**src/rtl/sadc_pkg.sv**
```systemverilog
// ----------------------------------------------------------------------------
// sadc_pkg
// Shared widths, register indexes and constants for the serial converter
// read sequencer.
// ----------------------------------------------------------------------------
package sadc_pkg;

  localparam int DATA_BITS   = 8;
  localparam int TIMER_W     = 16;
  localparam int BIT_IDX_W   = 4;
  localparam int CFG_DATA_W  = 16;
  localparam int CFG_INDEX_W = 2;

  typedef logic [CFG_INDEX_W-1:0] cfg_index_t;
  typedef logic [DATA_BITS-1:0]   data_t;

  localparam cfg_index_t CFG_HALF_PERIOD  = 2'd0;
  localparam cfg_index_t CFG_SINGLE_ENDED = 2'd1;
  localparam cfg_index_t CFG_ODD_SELECT   = 2'd2;

  localparam logic [TIMER_W-1:0] HALF_PERIOD_RESET = 16'd2;

endpackage

```
**src/rtl/sadc_if.sv**
```systemverilog
// ----------------------------------------------------------------------------
// sadc_tick_if / sadc_report_if
// Valid/ready channels: one tick of pin samples in, one report of pin levels
// and conversion status out.
// ----------------------------------------------------------------------------
interface sadc_tick_if;
  logic valid;
  logic ready;
  logic start_req;
  logic dio_in;

  modport source (output valid, output start_req, output dio_in, input ready);
  modport sink (input valid, input start_req, input dio_in, output ready);
endinterface

interface sadc_report_if;
  logic       valid;
  logic       ready;
  logic       chip_select_n;
  logic       serial_clock;
  logic       dio_out;
  logic       dio_drive;
  logic       result_valid;
  logic [7:0] result;
  logic       mismatch;

  modport source (output valid, output chip_select_n, output serial_clock,
                  output dio_out, output dio_drive, output result_valid,
                  output result, output mismatch, input ready);
  modport sink (input valid, input chip_select_n, input serial_clock,
                input dio_out, input dio_drive, input result_valid,
                input result, input mismatch, output ready);
endinterface

```
**src/rtl/serial_adc_read_sequencer_top.sv**
```systemverilog
// ----------------------------------------------------------------------------
// serial_adc_read_sequencer_top
// Read sequencer for a two-channel 8-bit serial converter with a shared
// data pin.
//
// Usage: every transfer on the tick channel is one tick of the sequencer,
// carrying a start request and the sampled data pin. Every tick gives one
// transfer on the report channel: chip select, serial clock, data pin drive
// and, on the closing tick of a conversion, the byte and a mismatch flag.
// Pin levels shown are those held before the tick is applied.
// The report is registered and shows in the cycle after its tick transfer.
// Throughput: one tick per cycle, set by the single output register; a tick is
// taken whenever that register is empty or being drained in the same cycle.
// Configuration: half period in ticks, mode bit and channel bit, written
// through cfg_we/cfg_index/cfg_data while idle.
// Reset: sequencer idle, no report pending, registers at half period 2,
// single-ended, channel 0.
// Receiver stall: the report is held and the tick channel drops ready until
// it is taken.
// ----------------------------------------------------------------------------
module serial_adc_read_sequencer_top (
  input  logic                           clk,
  input  logic                           rst,
  sadc_tick_if.sink                      tick,
  sadc_report_if.source                  report,
  input  logic                           cfg_we,
  input  sadc_pkg::cfg_index_t           cfg_index,
  input  logic [sadc_pkg::CFG_DATA_W-1:0] cfg_data
);
  import sadc_pkg::*;

  typedef enum logic [4:0] {
    PH_IDLE     = 5'd0,
    PH_START_LO = 5'd1,
    PH_START_HI = 5'd2,
    PH_MODE_LO  = 5'd3,
    PH_MODE_HI  = 5'd4,
    PH_SEL_LO   = 5'd5,
    PH_SEL_HI   = 5'd6,
    PH_SETTLE   = 5'd7,
    PH_MSB_HI   = 5'd8,
    PH_MSB_LO   = 5'd9,
    PH_LSB_HI   = 5'd10,
    PH_LSB_LO   = 5'd11
  } phase_t;

  logic [TIMER_W-1:0]   half_period_ticks;
  logic                 single_ended;
  logic                 odd_select;

  phase_t               phase, phase_next;
  logic [TIMER_W-1:0]   tick_timer, tick_timer_next;
  data_t                msb_copy, msb_copy_next;
  data_t                lsb_copy, lsb_copy_next;
  logic [BIT_IDX_W-1:0] bit_index, bit_index_next;
  logic                 clock_level, clock_level_next;

  logic                 out_valid;
  logic                 accept;
  logic [TIMER_W-1:0]   half_eff;
  logic [TIMER_W:0]     timer_inc;
  logic                 slot_end;
  logic                 last_bit;
  logic [BIT_IDX_W-1:0] bit_index_inc;
  logic                 cs_n_now, drive_now, dio_now;
  logic                 fin, mis;

  assign accept     = tick.valid && tick.ready;
  assign tick.ready = !out_valid || report.ready;
  assign report.valid = out_valid;

  assign half_eff      = (half_period_ticks == '0) ? TIMER_W'(1) : half_period_ticks;
  assign timer_inc     = {1'b0, tick_timer} + (TIMER_W+1)'(1);
  assign slot_end      = timer_inc >= {1'b0, half_eff};
  assign last_bit      = bit_index >= BIT_IDX_W'(DATA_BITS - 1);
  assign bit_index_inc = bit_index + BIT_IDX_W'(1);

  always_comb begin
    cs_n_now  = (phase == PH_IDLE);
    drive_now = (phase >= PH_START_LO) && (phase <= PH_SEL_HI);
    case (phase)
      PH_START_LO, PH_START_HI: dio_now = 1'b1;
      PH_MODE_LO, PH_MODE_HI:   dio_now = single_ended;
      PH_SEL_LO, PH_SEL_HI:     dio_now = odd_select;
      default:                  dio_now = 1'b0;
    endcase
  end

  always_comb begin
    phase_next      = phase;
    tick_timer_next = tick_timer;
    msb_copy_next   = msb_copy;
    lsb_copy_next   = lsb_copy;
    bit_index_next  = bit_index;
    fin             = 1'b0;
    mis             = 1'b0;
    if (phase == PH_IDLE) begin
      if (tick.start_req) begin
        phase_next      = PH_START_LO;
        tick_timer_next = '0;
        msb_copy_next   = '0;
        lsb_copy_next   = '0;
        bit_index_next  = '0;
      end
    end else if (!slot_end) begin
      tick_timer_next = timer_inc[TIMER_W-1:0];
    end else begin
      tick_timer_next = '0;
      unique case (phase)
        PH_START_LO: phase_next = PH_START_HI;
        PH_START_HI: phase_next = PH_MODE_LO;
        PH_MODE_LO:  phase_next = PH_MODE_HI;
        PH_MODE_HI:  phase_next = PH_SEL_LO;
        PH_SEL_LO:   phase_next = PH_SEL_HI;
        PH_SEL_HI:   phase_next = PH_SETTLE;
        PH_SETTLE:   phase_next = PH_MSB_HI;
        PH_MSB_HI:   phase_next = PH_MSB_LO;
        PH_LSB_HI:   phase_next = PH_LSB_LO;
        PH_MSB_LO: begin
          msb_copy_next = {msb_copy[DATA_BITS-2:0], tick.dio_in};
          if (last_bit) begin
            lsb_copy_next  = data_t'(tick.dio_in);
            bit_index_next = '0;
            phase_next     = PH_LSB_HI;
          end else begin
            bit_index_next = bit_index_inc;
            phase_next     = PH_MSB_HI;
          end
        end
        PH_LSB_LO: begin
          if (last_bit) begin
            fin            = 1'b1;
            mis            = (msb_copy != lsb_copy);
            bit_index_next = '0;
            phase_next     = PH_IDLE;
          end else begin
            bit_index_next = bit_index_inc;
            lsb_copy_next  = lsb_copy | (data_t'(tick.dio_in) << bit_index_inc[2:0]);
            phase_next     = PH_LSB_HI;
          end
        end
        default: phase_next = PH_IDLE;
      endcase
    end
    clock_level_next = (phase_next == PH_START_HI) || (phase_next == PH_MODE_HI) ||
                       (phase_next == PH_SEL_HI) || (phase_next == PH_MSB_HI) ||
                       (phase_next == PH_LSB_HI);
  end

  always_ff @(posedge clk) begin
    if (rst) begin
      half_period_ticks <= HALF_PERIOD_RESET;
      single_ended      <= 1'b1;
      odd_select        <= 1'b0;
    end else if (cfg_we) begin
      unique case (cfg_index)
        CFG_HALF_PERIOD:  half_period_ticks <= cfg_data[TIMER_W-1:0];
        CFG_SINGLE_ENDED: single_ended      <= cfg_data[0];
        CFG_ODD_SELECT:   odd_select        <= cfg_data[0];
        default: ;
      endcase
    end
  end

  always_ff @(posedge clk) begin
    if (rst) begin
      phase       <= PH_IDLE;
      tick_timer  <= '0;
      msb_copy    <= '0;
      lsb_copy    <= '0;
      bit_index   <= '0;
      clock_level <= 1'b0;
      out_valid   <= 1'b0;
    end else begin
      if (accept) begin
        phase       <= phase_next;
        tick_timer  <= tick_timer_next;
        msb_copy    <= msb_copy_next;
        lsb_copy    <= lsb_copy_next;
        bit_index   <= bit_index_next;
        clock_level <= clock_level_next;
        out_valid   <= 1'b1;
      end else if (report.ready) begin
        out_valid <= 1'b0;
      end
    end
  end

  always_ff @(posedge clk) begin
    if (accept) begin
      report.chip_select_n <= cs_n_now;
      report.serial_clock  <= clock_level;
      report.dio_out       <= drive_now & dio_now;
      report.dio_drive     <= drive_now;
      report.result_valid  <= fin;
      report.result        <= (fin && !mis) ? msb_copy : '0;
      report.mismatch      <= mis;
    end
  end

  a_no_overwrite: assert property (@(posedge clk) disable iff (rst)
    !(accept && out_valid && !report.ready))
    else $error("report overwritten while stalled");

  a_finish_to_idle: assert property (@(posedge clk) disable iff (rst)
    (accept && fin) |=> (phase == PH_IDLE))
    else $error("sequencer not idle after conversion end");

  a_mismatch_zero: assert property (@(posedge clk) disable iff (rst)
    (out_valid && report.mismatch) |-> (report.result == '0 && report.result_valid))
    else $error("mismatch report carries data");

  a_drive_selected: assert property (@(posedge clk) disable iff (rst)
    (out_valid && report.dio_drive) |-> !report.chip_select_n)
    else $error("pin driven with chip select high");

  a_bit_range: assert property (@(posedge clk) disable iff (rst)
    bit_index < BIT_IDX_W'(DATA_BITS))
    else $error("bit index out of range");

endmodule

```
**src/flat_wrapper.sv**
```systemverilog
// flat-port wrapper written by rule: the top's interface ports become plain ports
module serial_adc_read_sequencer_top_flat import sadc_pkg::*;
  (clk, rst, cfg_we, cfg_index, cfg_data, tick_valid, tick_start_req, tick_dio_in, tick_ready, report_valid, report_chip_select_n, report_serial_clock, report_dio_out, report_dio_drive, report_result_valid, report_result, report_mismatch, report_ready);
  sadc_tick_if tick_i ();
  sadc_report_if report_i ();
  input  logic clk;
  input  logic rst;
  input  logic cfg_we;
  input  sadc_pkg::cfg_index_t cfg_index;
  input  logic [sadc_pkg::CFG_DATA_W-1:0] cfg_data;
  input wire logic [$bits(tick_i.valid)-1:0] tick_valid;
  input wire logic [$bits(tick_i.start_req)-1:0] tick_start_req;
  input wire logic [$bits(tick_i.dio_in)-1:0] tick_dio_in;
  output wire logic [$bits(tick_i.ready)-1:0] tick_ready;
  output wire logic [$bits(report_i.valid)-1:0] report_valid;
  output wire logic [$bits(report_i.chip_select_n)-1:0] report_chip_select_n;
  output wire logic [$bits(report_i.serial_clock)-1:0] report_serial_clock;
  output wire logic [$bits(report_i.dio_out)-1:0] report_dio_out;
  output wire logic [$bits(report_i.dio_drive)-1:0] report_dio_drive;
  output wire logic [$bits(report_i.result_valid)-1:0] report_result_valid;
  output wire logic [$bits(report_i.result)-1:0] report_result;
  output wire logic [$bits(report_i.mismatch)-1:0] report_mismatch;
  input wire logic [$bits(report_i.ready)-1:0] report_ready;
  assign tick_i.valid = tick_valid;
  assign tick_i.start_req = tick_start_req;
  assign tick_i.dio_in = tick_dio_in;
  assign tick_ready = tick_i.ready;
  assign report_valid = report_i.valid;
  assign report_chip_select_n = report_i.chip_select_n;
  assign report_serial_clock = report_i.serial_clock;
  assign report_dio_out = report_i.dio_out;
  assign report_dio_drive = report_i.dio_drive;
  assign report_result_valid = report_i.result_valid;
  assign report_result = report_i.result;
  assign report_mismatch = report_i.mismatch;
  assign report_i.ready = report_ready;
  serial_adc_read_sequencer_top u_core (.clk(clk), .rst(rst), .tick(tick_i), .report(report_i), .cfg_we(cfg_we), .cfg_index(cfg_index), .cfg_data(cfg_data));
endmodule
```
**config.mk**
```make
export PLATFORM = sky130hd
export DESIGN_NAME = serial_adc_read_sequencer_top_flat
export DESIGN_NICKNAME = d
export VERILOG_FILES = /design/src/rtl/sadc_pkg.sv /design/src/rtl/sadc_if.sv /design/src/rtl/serial_adc_read_sequencer_top.sv /design/src/flat_wrapper.sv
export SDC_FILE = /design/constraint.sdc
export NUM_CORES = 1
export LEC_CHECK = 0
export BUFFER_PORTS_ARGS = -buffer_cell sky130_fd_sc_hd__buf_2
export CAP_MARGIN = 20
export CORE_MARGIN = 8
export CORE_UTILIZATION = 53
export DETAILED_ROUTE_END_ITERATION = 7
export GPL_TIMING_DRIVEN = 0
export PLACE_DENSITY = 0.76
export REMOVE_ABC_BUFFERS = 1
export SLEW_MARGIN = 20
export SYNTH_ARGS = -nofsm -noshare
export SYNTH_HDL_FRONTEND = slang
export SYNTH_SLANG_ARGS = --single-unit
```
**constraint.sdc**
```tcl
create_clock -name clk -period 3.4 [get_ports clk]
set_input_delay 0.51 -clock clk [delete_from_list [all_inputs] [get_ports clk]]
set_output_delay 0.51 -clock clk [all_outputs]
set_load 0.01 [all_outputs]
```
==> impl_metrics.csv, run 1 <==
group,metric,value,unit
floorplan,coreArea,7292,µm²
timing,hold_viol_final,0,
clocking,cts_buffer_depth,2,
floorplan,design.portCount,41,
floorplan,die-area,10650,µm²
clocking,clkLatencyLatePin,0.35,ns
finish,fin_nets,559,
timing,fin_ws,-0.06814,ns
clocking,cts_buffers,9,
timing,worstMarginPinSlew,1.006,ns
grt,grt_pass1_wl,15730,µm
drt,vias,3652,
timing,rsz0062_at_grt,"true",
synth,yosys-top-cells-area,"dfxtp_1 (30%), edfxtp_1 (10%), ha_1 (5.6%)",
grt,grt_pass1_vias,3345,
worst_setup_path,startpoint,"u_core.tick_timer[1]",
clocking,cts.clk_slew.worst_paths,0.08,ns
synth,avgSynthCellArea,8.739,µm²
grt,grt_overflow,0,
power,power,1.766,mW
finish,n_fill_cell,585,
timing,fmax,288.3,MHz
synth,synth_edf_count,14,
timing,fin_skew,0.004986,ns
placed_design,io_buffers,40,
power,power.switching,0.4924,mW
worst_setup_path,path_class,"flop to flop",
synth,syn-instance-count,461,
synth,yosysWarnings,0,
floorplan,std_cell_rows,31,
synth,yosysTopAreaCell,"dfxtp_1",
worst_hold_path,holdPathStages,2,
worst_hold_path,min_from,"cfg_data[1]",
floorplan,die_x,103.2,µm
synth,synthFlopType,"dfxtp_1",
worst_setup_path,end_kind,"flop",
finish,final_area,4827,µm²
flow_run,max-cap-violations,0,
grt,antenna_found_initial,0,
worst_setup_path,r2r_start,"u_core.tick_timer[1]",
finish,drive_gt1_share,24.18,%
synth,netlist_area,4029,µm²
grt,grt_usage,18.49,%
power,p_per_area,365.9,nW/µm²
power,vdd_ir_drop_max,0.2697,mV
timing,slew_headroom,32.94,%
worst_setup_path,r2r_cells,15,
synth,yosysUniqueCellTypes,60,
power,p_leak,1.959,nW
finish,layout.cells.non_filler,620,
power,switching_share,27.88,%
placed_design,dpl_cell_area,4252,µm²
grt,grt_max_degree,52,
drt,antenna_left,0,
timing,finalCritPeriodShare,102.0,%
synth,ys_seq_area_share,40.75,%
power,pwr-share-seq,53.0,%
synth,yosysMostFrequentCell,"dfxtp_1",
worst_hold_path,hold_path_class,"input port to flop",
clocking,cts_tree,"yes",
timing,tns,-0.8644,ns
placed_design,dp_hpwl,6244,µm
drt,wl,9749,µm
drt,post_drt_via_cell_ratio,5.890,
run_status,outcome,"finished, violations left",
clocking,cts_root_buf,"clkbuf_8",
drt,wl_per_cell,15.72,µm
worst_setup_path,cp_max_fo,10,
finish,area_growth,19.81,%
placed_design,placedCellCount,576,
placed_design,place_congestion,0.8333,
timing,drv_slew,0,
clocking,h-tree-depth,3,
synth,synth_top_area_share,30.31,%
power,p_clk_share,35.0,%
synth,ys_top_cells_by_count,"dfxtp_1 (61), nand2_1 (51), a21oi_1 (41)",
synth,synthArstFlopShare,0,%
power,internal_power,1.274,mW
floorplan,die_h,103.2,µm
finish,diodes,0,
drt,drtIter0Drc,378,
worst_setup_path,startpoint_type,"flop",
floorplan,start_util,55.25,%
timing,setup_viol_count_final,21,
drt,drcViolationCount,0,
worst_setup_path,worstPathArrival,3.74,ns
timing,min_period,3.468,ns
clocking,ctsHoldBuffers,0,
synth,synth_seq_cells,75,
clocking,cts_sinks,75,
run_status,violations,"negative setup slack",
worst_setup_path,cp.required,3.67,ns
drt,dr.pass1.iters,5,
power,combPwrFrac,12.0,%
-- power groups by stage --
stage          logic [mW]  registers (mW)  clock network, mW
2_1_floorplan      0.0986           0.961                  0
3_3_place_gp        0.162           0.958                  0
3_5_place_dp        0.167           0.958                  0
4_1_cts             0.185           0.938              0.624
5_1_grt             0.229           0.938              0.663
6_report            0.211           0.936              0.619
-- layer usage --
metal / wire length [µm] / track usage [%]
met1: 4466 / 24.29
met2: 4539 / 29.08
met3: 602 / 3.414
met4: 142 / 7.898
met5: 0 / 0
-- path summary, 6_finish.rpt --
check                                 to  slack [ns]
min          u_core.half_period_ticks[1]        0.38
max                 u_core.tick_timer[5]       -0.07
max reg2reg         u_core.tick_timer[5]       -0.07
min reg2reg  u_core.half_period_ticks[0]        0.46
-- sequential cells by signal, indices dropped and copies added, names as in the netlist --
name	count
u_core.report.result_valid	1
u_core.report.result	8
u_core.single_ended	1
u_core.msb_copy	8
u_core.odd_select	1
u_core.report.chip_select_n	1
u_core.tick_timer	16
u_core.report.mismatch	1
u_core.report.serial_clock	1
u_core.half_period_ticks	16
u_core.phase	5
u_core.report.valid	1
u_core.lsb_copy	8
u_core.clock_level	1
u_core.bit_index	4
u_core.report.dio_out	1
u_core.report.dio_drive	1
-- per-stage QoR --
stage	util [%]	setup WS [ns]	hold WS, ns
2_1_floorplan	-	-0.1840	0.4081
3_3_place_gp	58.05	-1.001	0.4273
5_1_grt	66.20	-0.2741	0.3791
4_1_cts	62.99	0.003033	0.3737
3_5_place_dp	58.30	-0.9994	0.4248
6_report	66.20	-0.06814	0.3830
-- layout by cell type, fill, tap and decap left out, drive strengths merged, types with 11 or more instances in the layout --
cell type / instances
buf: 67
and2: 11
nand2: 52
nor4: 14
o21ai: 15
ha: 18
nor2: 40
inv: 20
a21oi: 43
edfxtp: 14
nand3: 17
dfxtp: 61
xor2: 14
nand4: 12
-- repair_timing --
action / CTS / global route
pin swaps: 8 / 25
resized for setup: 20 / 25
endpoints found under the setup margin: 52 / 52
buffers inserted: 9 / 18
cloned: 2 / 0
-- cell type report --
class / instances / area [µm²] / area share (%)
clock inverters: 6 / 41.29 / 0.8554
repair buffers: 67 / 410.4 / 8.502
inverters: 20 / 80.08 / 1.659
clock buffers: 10 / 127.6 / 2.644
well taps: 99 / 123.9 / 2.566
multi-input cells: 343 / 2387 / 49.46
flip-flops and latches: 75 / 1657 / 34.32
-- cell families after synthesis --
logic type | share of synthesized area (%)
AO/OA/AOI/OAI | 18.04
XOR/XNOR | 5.000
adder cells (fa/ha/maj) | 5.590
buffers and inverters | 4.969
flip-flops | 40.75
multiplexers | 1.242
AND/OR/NAND/NOR | 24.41
-- critical path, cell delays in order (launching register included) --
cell and delay (ns):
dfxtp_4 0.38, ha_4 0.14, nand4_1 0.21, nor2_4 0.26, nand4_1 0.17, xnor2_2 0.20, ha_1 0.31, nand4_1 0.14
buf_4 0.14, nor2_4 0.03, a311o_1 0.33, buf_4 0.17, a211o_4 0.33, nor4_1 0.25, o21ai_0 0.15, a21oi_1 0.17
(Power assumes the default switching activity.)
==> inputs of run 2 (changes only) <==
--- a/config.mk
+++ b/config.mk
@@ -8,5 +8,5 @@
 export BUFFER_PORTS_ARGS = -buffer_cell sky130_fd_sc_hd__buf_2
 export CAP_MARGIN = 20
-export CORE_MARGIN = 8
+export CORE_MARGIN = 3
 export CORE_UTILIZATION = 53
 export DETAILED_ROUTE_END_ITERATION = 7
==> constraint.sdc (replaced) <==
create_clock -name clk -period 3.4 [get_ports clk]
set_input_delay 0.17 -clock clk [delete_from_list [all_inputs] [get_ports clk]]
set_output_delay 0.17 -clock clk [all_outputs]
set_load 0.01 [all_outputs]
==> run 2 against run 1 <==
  * Fmax grew 0.14%
  * Hold slack lost 0.36 ns
  * The run still ends with negative setup slack left
  * Clock power shrank 1%
==> impl_metrics.csv, run 2 (synthesized netlist as in run 1, its figures left out) <==
group,metric,value,unit
run_status,outcome,"finished, violations left",
run_status,violations,"negative setup slack",
clocking,cts_tree,"yes",
flow_run,max-cap-violations,0,
power,power,1.747,mW
clocking,cts.clk_slew.worst_paths,0.08,ns
worst_setup_path,startpoint_type,"flop",
floorplan,die_h,93.19,µm
timing,worstMarginPinSlew,1.038,ns
finish,area_growth,20.16,%
floorplan,coreArea,7331,µm²
worst_setup_path,cp_max_fo,8,
worst_setup_path,startpoint,"u_core.tick_timer[4]",
drt,wl_per_cell,15.94,µm
clocking,cts_root_buf,"clkbuf_8",
placed_design,dp_hpwl,6021,µm
grt,grt_usage,21.78,%
timing,slew_headroom,30.82,%
worst_setup_path,r2r_start,"u_core.tick_timer[4]",
finish,drive_gt1_share,25.73,%
clocking,cts_buffers,9,
timing,tns,-0.4774,ns
worst_hold_path,holdPathStages,2,
drt,post_drt_via_cell_ratio,5.879,
power,p_per_area,360.9,nW/µm²
power,p_leak,1.953,nW
timing,drv_slew,0,
timing,fin_ws,-0.06320,ns
finish,top_regs,"u_core.half_period_ticks: 16 flops, u_core.tick_timer: 16 flops",
floorplan,start_util,54.96,%
grt,grt_overflow,0,
finish,layout_commonest_cell,"dfxtp_1",
clocking,clkLatencyLatePin,0.36,ns
placed_design,place_congestion,0.9000,
floorplan,die-area,8683,µm²
finish,fin_nets,551,
power,combPwrFrac,11.5,%
power,p_clk_share,35.0,%
timing,min_period,3.463,ns
worst_setup_path,timing.rr.end,"u_core.report.result[0]",
finish,diodes,0,
worst_setup_path,worstPathArrival,3.58,ns
worst_setup_path,r2r_cells,13,
placed_design,io_buffers,40,
grt,antenna_found_initial,0,
floorplan,design.portCount,41,
drt,drcViolationCount,0,
grt,grt_pass1_wl,15200,µm
worst_setup_path,path_class,"flop to flop",
timing,rsz0062_at_grt,"true",
worst_setup_path,end_kind,"flop",
drt,vias,3598,
clocking,h-tree-depth,3,
power,vdd_ir_drop_max,0.2855,mV
grt,grt_max_degree,52,
power,power.switching,0.4833,mW
power,switching_share,27.67,%
drt,dr.pass1.iters,7,
timing,hold_viol_final,0,
drt,drtIter0Drc,329,
clocking,cts_sinks,75,
power,pwr-share-seq,53.5,%
worst_hold_path,holdPathEnd,"u_core.half_period_ticks[1]",
clocking,cts_buffer_depth,2,
worst_setup_path,reg2reg_slack,-0.06,ns
worst_hold_path,min_from,"cfg_data[1]",
drt,wl,9756,µm
timing,fin_skew,0.005544,ns
timing,setup_viol_count_final,20,
floorplan,die_x,93.19,µm
timing,fmax,288.8,MHz
worst_setup_path,cp.required,3.52,ns
worst_hold_path,hold_path_class,"input port to flop",
grt,grt_pass1_vias,3318,
drt,antenna_left,0,
floorplan,std_cell_rows,31,
timing,finalCritPeriodShare,101.9,%
finish,layout_common_cells,"dfxtp_1 (55), nand2_1 (51), buf_2 (40)",
power,internal_power,1.264,mW
==> run 2: stage by stage <==
| stage | setup slack [ns] | area [µm²] | util, % | std cells | hold slack [ns] |
|---|---|---|---|---|---|
| 2_1_floorplan | -0.1840 | 3909 | - | 436 | 0.2391 |
| 3_3_place_gp | -0.9836 | 4233 | 57.74 | 575 | 0.3830 |
| 3_5_place_dp | -1.086 | 4252 | 58.00 | 576 | 0.3885 |
| 4_1_cts | 0.006893 | 4604 | 62.81 | 603 | 0.02343 |
| 5_1_grt | -0.2084 | 4841 | 66.04 | 612 | 0.02525 |
| 6_report | -0.06320 | 4841 | 66.04 | 612 | 0.02582 |
==> run 2: layer usage <==
metal	GRT usage, %	vias up	routed length, µm
li1	-	1761	-
met1	28.45	1668	4260
met2	34.85	136	4628
met3	4.425	33	600
met4	9.646	0	267
met5	0	-	0
==> run 2: worst max path at each step <==
stage	cells past startpoint	endpoint	slack, ns
6_report	13	u_core.report.result[0]	-0.06
5_1_grt	14	u_core.tick_timer[5]	-0.21
4_1_cts	14	u_core.msb_copy[2]	0.007
3_5_place_dp	13	u_core.msb_copy[2]	-1.09
3_3_place_gp	13	u_core.msb_copy[4]	-0.98
2_1_floorplan	13	u_core.msb_copy[0]	-0.18
==> run 2: area by class of cell <==
class	count	area, µm²
Clock inverter	6	42.54
Multi-Input combinational cell	342	2445
Sequential cell	75	1659
Tap cell	99	123.9
Clock buffer	10	127.6
Fill cell	592	2490
Timing Repair Buffer	60	362.8
Inverter	20	80.08
==> run 2: timing repair <==
item	in CTS	in global routing
gates cloned	1	0
hold buffers	0	0
buffers inserted	10	11
pin swaps	7	20
setup endpoints to repair	52	52
resized for setup	20	36
==> run 2: power groups by stage <==
stage               logic (mW)  clock network (mW)  registers [mW]
finish                   0.201               0.611           0.935
detailed placement       0.167                   0           0.958
global route             0.219               0.657           0.938
CTS                      0.183               0.616           0.938
global placement         0.162                   0           0.957
floorplan               0.0986                   0           0.961
==> run 2: worst max-delay path: stages, from the launching register on <==
cell and delay (ns):
dfxtp_2 0.42, nand2_1 0.14, nor3_4 0.27, buf_4 0.16
buf_4 0.13, xor2_2 0.16, ha_1 0.27, o21ai_1 0.16
nor2_1 0.06, a2111o_1 0.49, a211o_4 0.44, nand4_1 0.27
nor2_4 0.09, and2_1 0.17
